File: src/design/raf_pkg.sv
// ----------------------------------------------------------------------------
// raf_pkg
// Constants shared by the radial alpha falloff block.
// ----------------------------------------------------------------------------
`timescale 1ns / 1ps

package raf_pkg;
	localparam int unsigned MAX_SIZE_DEF = 1024;
	localparam int unsigned CFG_W        = 11;
	localparam int unsigned TEX_RESET    = 256;
	localparam int unsigned PIX_W        = 10;
	localparam int unsigned OFF_W        = 22;
	localparam int unsigned ALPHA_W      = 8;
	localparam int unsigned QUO_W        = 32;  // ratio fraction bits
	localparam int unsigned ROOT_W       = 16;  // Q0.16 root
	localparam int unsigned T_W          = 17;  // 0..65536
	localparam logic [T_W-1:0] ONE_Q16   = 17'h10000;
	localparam logic [ALPHA_W-1:0] ALPHA_SCALE = 8'd255;
endpackage

File: src/design/raf_ratio.sv
// ----------------------------------------------------------------------------
// raf_ratio
// Pipelined restoring divider (D2/M2, 32 fraction bits) followed by a
// pipelined integer square root; one bit per stage, 48 stages.
// ----------------------------------------------------------------------------
`timescale 1ns / 1ps

module raf_ratio #(
	parameter int unsigned M2W = 23,
	parameter int unsigned SBW = 22
) (
	input  logic                        clk,
	input  logic                        arst_n,
	input  logic                        en,
	input  logic                        in_valid,
	input  logic [M2W-1:0]              in_rem,
	input  logic [M2W-1:0]              in_m2,
	input  logic                        in_sat,
	input  logic [SBW-1:0]              in_side,
	output logic                        out_valid,
	output logic                        out_sat,
	output logic [raf_pkg::ROOT_W-1:0]  out_root,
	output logic [SBW-1:0]              out_side
);
	import raf_pkg::*;

	localparam int unsigned RRW = ROOT_W + 2;

	logic             dv_s   [0:QUO_W];
	logic [M2W-1:0]   drem_s [0:QUO_W];
	logic [M2W-1:0]   dm2_s  [0:QUO_W];
	logic [QUO_W-1:0] dquo_s [0:QUO_W];
	logic             dsat_s [0:QUO_W];
	logic [SBW-1:0]   dside_s[0:QUO_W];

	assign dv_s[0]    = in_valid;
	assign drem_s[0]  = in_rem;
	assign dm2_s[0]   = in_m2;
	assign dquo_s[0]  = '0;
	assign dsat_s[0]  = in_sat;
	assign dside_s[0] = in_side;

	for (genvar k = 0; k < QUO_W; k++) begin : g_div
		logic [M2W:0] sh;
		logic [M2W:0] df;
		logic         ge;
		assign sh = {drem_s[k], 1'b0};
		assign df = sh - {1'b0, dm2_s[k]};
		assign ge = sh >= {1'b0, dm2_s[k]};

		always_ff @(posedge clk or negedge arst_n) begin
			if (!arst_n) begin
				dv_s[k+1] <= 1'b0;
			end else if (en) begin
				dv_s[k+1] <= dv_s[k];
			end
		end

		always_ff @(posedge clk) begin
			if (en) begin
				drem_s[k+1]  <= ge ? df[M2W-1:0] : sh[M2W-1:0];
				dquo_s[k+1]  <= {dquo_s[k][QUO_W-2:0], ge};
				dm2_s[k+1]   <= dm2_s[k];
				dsat_s[k+1]  <= dsat_s[k];
				dside_s[k+1] <= dside_s[k];
			end
		end
	end

	logic              rv_s   [0:ROOT_W];
	logic [RRW-1:0]    rrem_s [0:ROOT_W];
	logic [ROOT_W-1:0] rroot_s[0:ROOT_W];
	logic [QUO_W-1:0]  rrad_s [0:ROOT_W];
	logic              rsat_s [0:ROOT_W];
	logic [SBW-1:0]    rside_s[0:ROOT_W];

	assign rv_s[0]    = dv_s[QUO_W];
	assign rrem_s[0]  = '0;
	assign rroot_s[0] = '0;
	assign rrad_s[0]  = dquo_s[QUO_W];
	assign rsat_s[0]  = dsat_s[QUO_W];
	assign rside_s[0] = dside_s[QUO_W];

	for (genvar j = 0; j < ROOT_W; j++) begin : g_sqrt
		logic [RRW+1:0] cur;
		logic [RRW+1:0] trial;
		logic [RRW+1:0] df;
		logic           ge;
		assign cur   = {rrem_s[j], rrad_s[j][QUO_W-1 -: 2]};
		assign trial = (RRW+2)'({rroot_s[j], 2'b01});
		assign df    = cur - trial;
		assign ge    = cur >= trial;

		always_ff @(posedge clk or negedge arst_n) begin
			if (!arst_n) begin
				rv_s[j+1] <= 1'b0;
			end else if (en) begin
				rv_s[j+1] <= rv_s[j];
			end
		end

		always_ff @(posedge clk) begin
			if (en) begin
				rrem_s[j+1]  <= ge ? df[RRW-1:0] : cur[RRW-1:0];
				rroot_s[j+1] <= {rroot_s[j][ROOT_W-2:0], ge};
				rrad_s[j+1]  <= {rrad_s[j][QUO_W-3:0], 2'b00};
				rsat_s[j+1]  <= rsat_s[j];
				rside_s[j+1] <= rside_s[j];
			end
		end
	end

	assign out_valid = rv_s[ROOT_W];
	assign out_sat   = rsat_s[ROOT_W];
	assign out_root  = rroot_s[ROOT_W];
	assign out_side  = rside_s[ROOT_W];
endmodule

File: config.mk
export PLATFORM = sky130hd
export DESIGN_NAME = raf_ratio
export DESIGN_NICKNAME = d
export VERILOG_FILES = /design/src/design/raf_pkg.sv /design/src/design/raf_ratio.sv
export SDC_FILE = /design/constraint.sdc
export NUM_CORES = 2
export LEC_CHECK = 0
export BUFFER_PORTS_ARGS = -buffer_cell sky130_fd_sc_hd__buf_2
export CORE_MARGIN = 2
export CORE_UTILIZATION = 50
export DETAILED_ROUTE_END_ITERATION = 10
export GPL_ROUTABILITY_DRIVEN = 0
export PLACE_DENSITY = 0.71
export SETUP_SLACK_MARGIN = 0.15
export SYNTH_ARGS = -nofsm -noshare
export SYNTH_HDL_FRONTEND = slang
export SYNTH_SLANG_ARGS = --single-unit
File: constraint.sdc
create_clock -name clk -period 6.65 [get_ports clk]
set_clock_uncertainty 0.15 [all_clocks]
set_input_delay 1.995 -clock clk [delete_from_list [all_inputs] [get_ports clk]]
set_output_delay 1.995 -clock clk [all_outputs]
set_load 0.005 [all_outputs]
==> summary.md <==
| Metric | Value |
|---|---|
| Seq/Total Area, Yosys | `67.2%` |
| Via density | `5.61` |
| Vias in the first global route | `~96000` |
| Hold Crit Class | `reg2reg` |
| Ys async rst share | `1.29%` |
| Inserted Clock Buffers | `between 300 and 400` |
| Syn_area_per_cell | `14.0 um2` |
| Cts hold-fix bufs | `0` |
| TNS Setup | `0 ps` |
| Mapped Cells | `11900` |
| Startpoint types | `register` |
| Slew @ Worst Pin | `1280 ps` |
| Synthesis Warnings | `0` |
| Critical Path Stages | `10` |
| Maximum clock rate | `0.206 GHz` |
| Final setup fails | `0` |
| Die ar. | `338000 um2` |
| Setup Fix Bufs, Post-CTS | `0` |
| Setup WS post-layout | `1780 ps` |
| Setup crit end | `drem_s[155]$_DFFE_PP_` |
| Peak VDD IR | `roughly 0.27 mV` |
| Final wirelength | `301000 um` |
| Root buf cell | `clkbuf_16` |
| EDFF count, synth | `~3700` |
| WP buf/inv | `0` |
| Setup crit end kind | `register` |
| GR Overflow Total | `0` |
| Clock-pin slew of the registers on the worst-case setup and hold paths | `approximately 60 ps` |
| Crit path from | `drem_s[161]$_SDFFCE_PN0P_` |
| First-pass GRT wire length | `just under 500000 um` |
| Fillers | `25500` |
| Final Hold Vio Count | `0` |
| Initial antenna violation count | `2` |
| Die span in y | `approximately 580 um` |
| Max Cap Viol | `0` |
| Largest net degree at the start of global routing | `191` |
| Slowest stage cell, crit path | `a2111oi_0` |
| Pre-antenna DRT Iters | `6` |
| Top-Level Pins | `113` |
| Lkg Pwr | `71.2 nW` |
| Nets | `between 10000 and 15000` |
| Via count | `95100` |
| Req. time, crit path | `between 7000 and 8000 ps` |
| Clock period minus worst slack | `4870 ps` |
| Post-CTS sizing | `0` |
| First DRT Iteration DRCs | `7517` |
| Worst r2r src | `drem_s[161]$_SDFFCE_PN0P_` |
| Area growth syn-to-layout | `11.1%` |
| Largest stage delay, worst path | `approximately 770 ps` |
| Starting Density | `50.3%` |
| RSZ-0062 raised after global routing | `false` |
| Critical Path AT | `5380 ps` |
| CP max FO | `23` |
| Antenna Nets Post-Route | `0` |
| Depth of the CTS H-tree | `5` |
| CTS tree | `done` |
| Max Transition Viols Final | `0` |
| R2r worst-path depth | `10` |
| R2r setup slk | `1780 ps` |
| WS Path Type | `reg2reg` |
| CTS Sinks | `3732` |
| Slew HR | `14.1%` |
| Post-Syn Nets | `12900` |
| Delay-heaviest family, CP | `compound AO/OA/AOI/OAI gates` |
| Max Root-Sink Buffers | `4` |
| Final period util | `between 70% and 80%` |
| Post-Place Worst Slack | `1040 ps` |
| Wire per inst | `17.7 um` |
| Worst-Skew Late Latency | `940 ps` |
| HPWL Detailed | `roughly 210000 um` |
| GRT Util Overall | `17.3%` |
| Die width | `around 580 um` |
| Syn Std Cell Area | `166000 um2` |
| Distinct cells, synth | `~100` |
| Status | `complete, no violations` |
| Cell row count | `211` |
| FF-to-FF End | `drem_s[155]$_DFFE_PP_` |
| Worst path cell trace | `fa_1, a21oi_1, o211ai_1, a2111oi_0, nor2_1, o21bai_1, a211oi_1, o2111ai_1, nand2_1, mux2_2` |
| Number of synthesized register bits | `between 3000 and 4000` |
| Primary FF master, synth | `edfxtp_1` |
| Layout cells sized above 1 | `9.46%` |
| DR DRC count | `0` |
| PwrDens | `434 nW/um2` |
| Core box area | `between 300000 and 400000 um2` |
| # port buffers | `roughly 110` |
-- per-stage QoR --
stage | power [mW] | instances | util, % | cell area [um2] | hold WS (ps)
4_1_cts | 80.5 | 17000 | 55.9 | 185000 | 241
3_5_place_dp | 59.1 | 16300 | 52.2 | 173000 | 255
6_report | 80.2 | 17000 | 55.9 | 185000 | 243
3_3_place_gp | 57.9 | 16300 | 52.2 | 173000 | 250
2_1_floorplan | 52.5 | 11900 | - | 166000 | 250
5_1_grt | 84.8 | 17000 | 55.9 | 185000 | 246
-- where the power goes --
part           switching [mW]  leakage (nW)  internal [mW]
combinational            14.6          28.7           11.1
sequential               2.16          36.5           31.4
clock                    8.77          5.99           12.1
total                    25.6          71.2           54.7
-- layout make-up --
class | count | area (um2) | area share [%]
Antenna cell | 3 | 7.51 | 0.00406
Multi-Input combinational cell | 6887 | 49800 | 26.9
Clock inverter | 226 | 2300 | 1.24
Inverter | 1077 | 4040 | 2.19
Timing Repair Buffer | 203 | 1520 | 0.823
Sequential cell | 3732 | 112000 | 60.5
Tap cell | 4366 | 5460 | 2.95
Clock buffer | 469 | 10000 | 5.41
-- worst min path at each step --
stage                     startpoint               endpoint  slack [ps]  depth (start not counted)
2_1_floorplan  dquo_s[131]$_DFFE_PP_  dquo_s[100]$_DFFE_PP_         250                          0
3_3_place_gp   rrad_s[375]$_DFFE_PP_  rrad_s[345]$_DFFE_PP_         250                          0
3_5_place_dp   dquo_s[134]$_DFFE_PP_  dquo_s[103]$_DFFE_PP_         250                          0
4_1_cts        dquo_s[643]$_DFFE_PP_  dquo_s[612]$_DFFE_PP_         240                          0
5_1_grt        dquo_s[673]$_DFFE_PP_  dquo_s[642]$_DFFE_PP_         250                          0
6_report       rrad_s[443]$_DFFE_PP_  rrad_s[413]$_DFFE_PP_         240                          0
-- flip-flops by register name, summed over array words and instances (netlist names) --
| signal | flops |
|---|---|
| rside_s | 330 |
| out_sat | 1 |
| rv_s | 15 |
| rsat_s | 15 |
| dquo_s | 528 |
| dside_s | 704 |
| rrad_s | 210 |
| dsat_s | 32 |
| g_sqrt.cur | 280 |
| drem_s | 713 |
| out_root | 16 |
| out_side | 22 |
| dm2_s | 713 |
| dv_s | 32 |
| g_sqrt.trial | 120 |
| out_valid | 1 |
-- synthesized netlist by cell type, types with 47 or more instances --
master | count | area, um2
xor2_1 | 319 | 2790
a21oi_1 | 750 | 3750
nand2_1 | 659 | 2470
a21o_1 | 377 | 2830
a211oi_1 | 76 | 571
xnor2_1 | 432 | 3780
edfxtp_1 | 3684 | 111000
ha_1 | 888 | 11100
a31oi_1 | 77 | 482
o21bai_1 | 86 | 646
and3_1 | 51 | 319
mux2_2 | 359 | 4040
dfrtp_1 | 48 | 1200
nor2b_1 | 119 | 744
nand2b_1 | 112 | 701
o21a_1 | 179 | 1340
inv_1 | 1076 | 4040
nor2_1 | 612 | 2300
nor3_1 | 182 | 911
o21ai_0 | 619 | 3100
o31ai_1 | 87 | 653
nand3_1 | 131 | 656
nand4_1 | 115 | 719
or3_1 | 47 | 294
clkbuf_1 | 151 | 567
-- routing by layer --
layer	track usage, %	vias to the layer above	wire [um]
li1	-	45100	-
met1	21.0	46100	122000
met2	30.4	2989	150000
met3	2.71	891	14700
met4	7.89	2	13700
met5	0	-	13
-- placed cells by master (no fill, tap or decap), types with 359 or more instances in the layout --
cell       Yosys  final
clkbuf_16      0    387
edfxtp_1    3684   3684
ha_1         888    888
a21oi_1      750    748
xnor2_1      432    432
mux2_2       359    359
o21ai_0      619    618
nor2_1       612    612
nand2_1      659    659
a21o_1       377    377
inv_1       1076   1076
-- cell families after synthesis --
kind of cell	synth area share, %
buf+inv	2.97
other cells	0.00225
flops	67.2
simple gates	6.39
mux	2.52
fa+ha+maj	7.05
xor+xnor	3.95
compound gates	9.93
No activity file was read; power rests on OpenSTA's default activity.
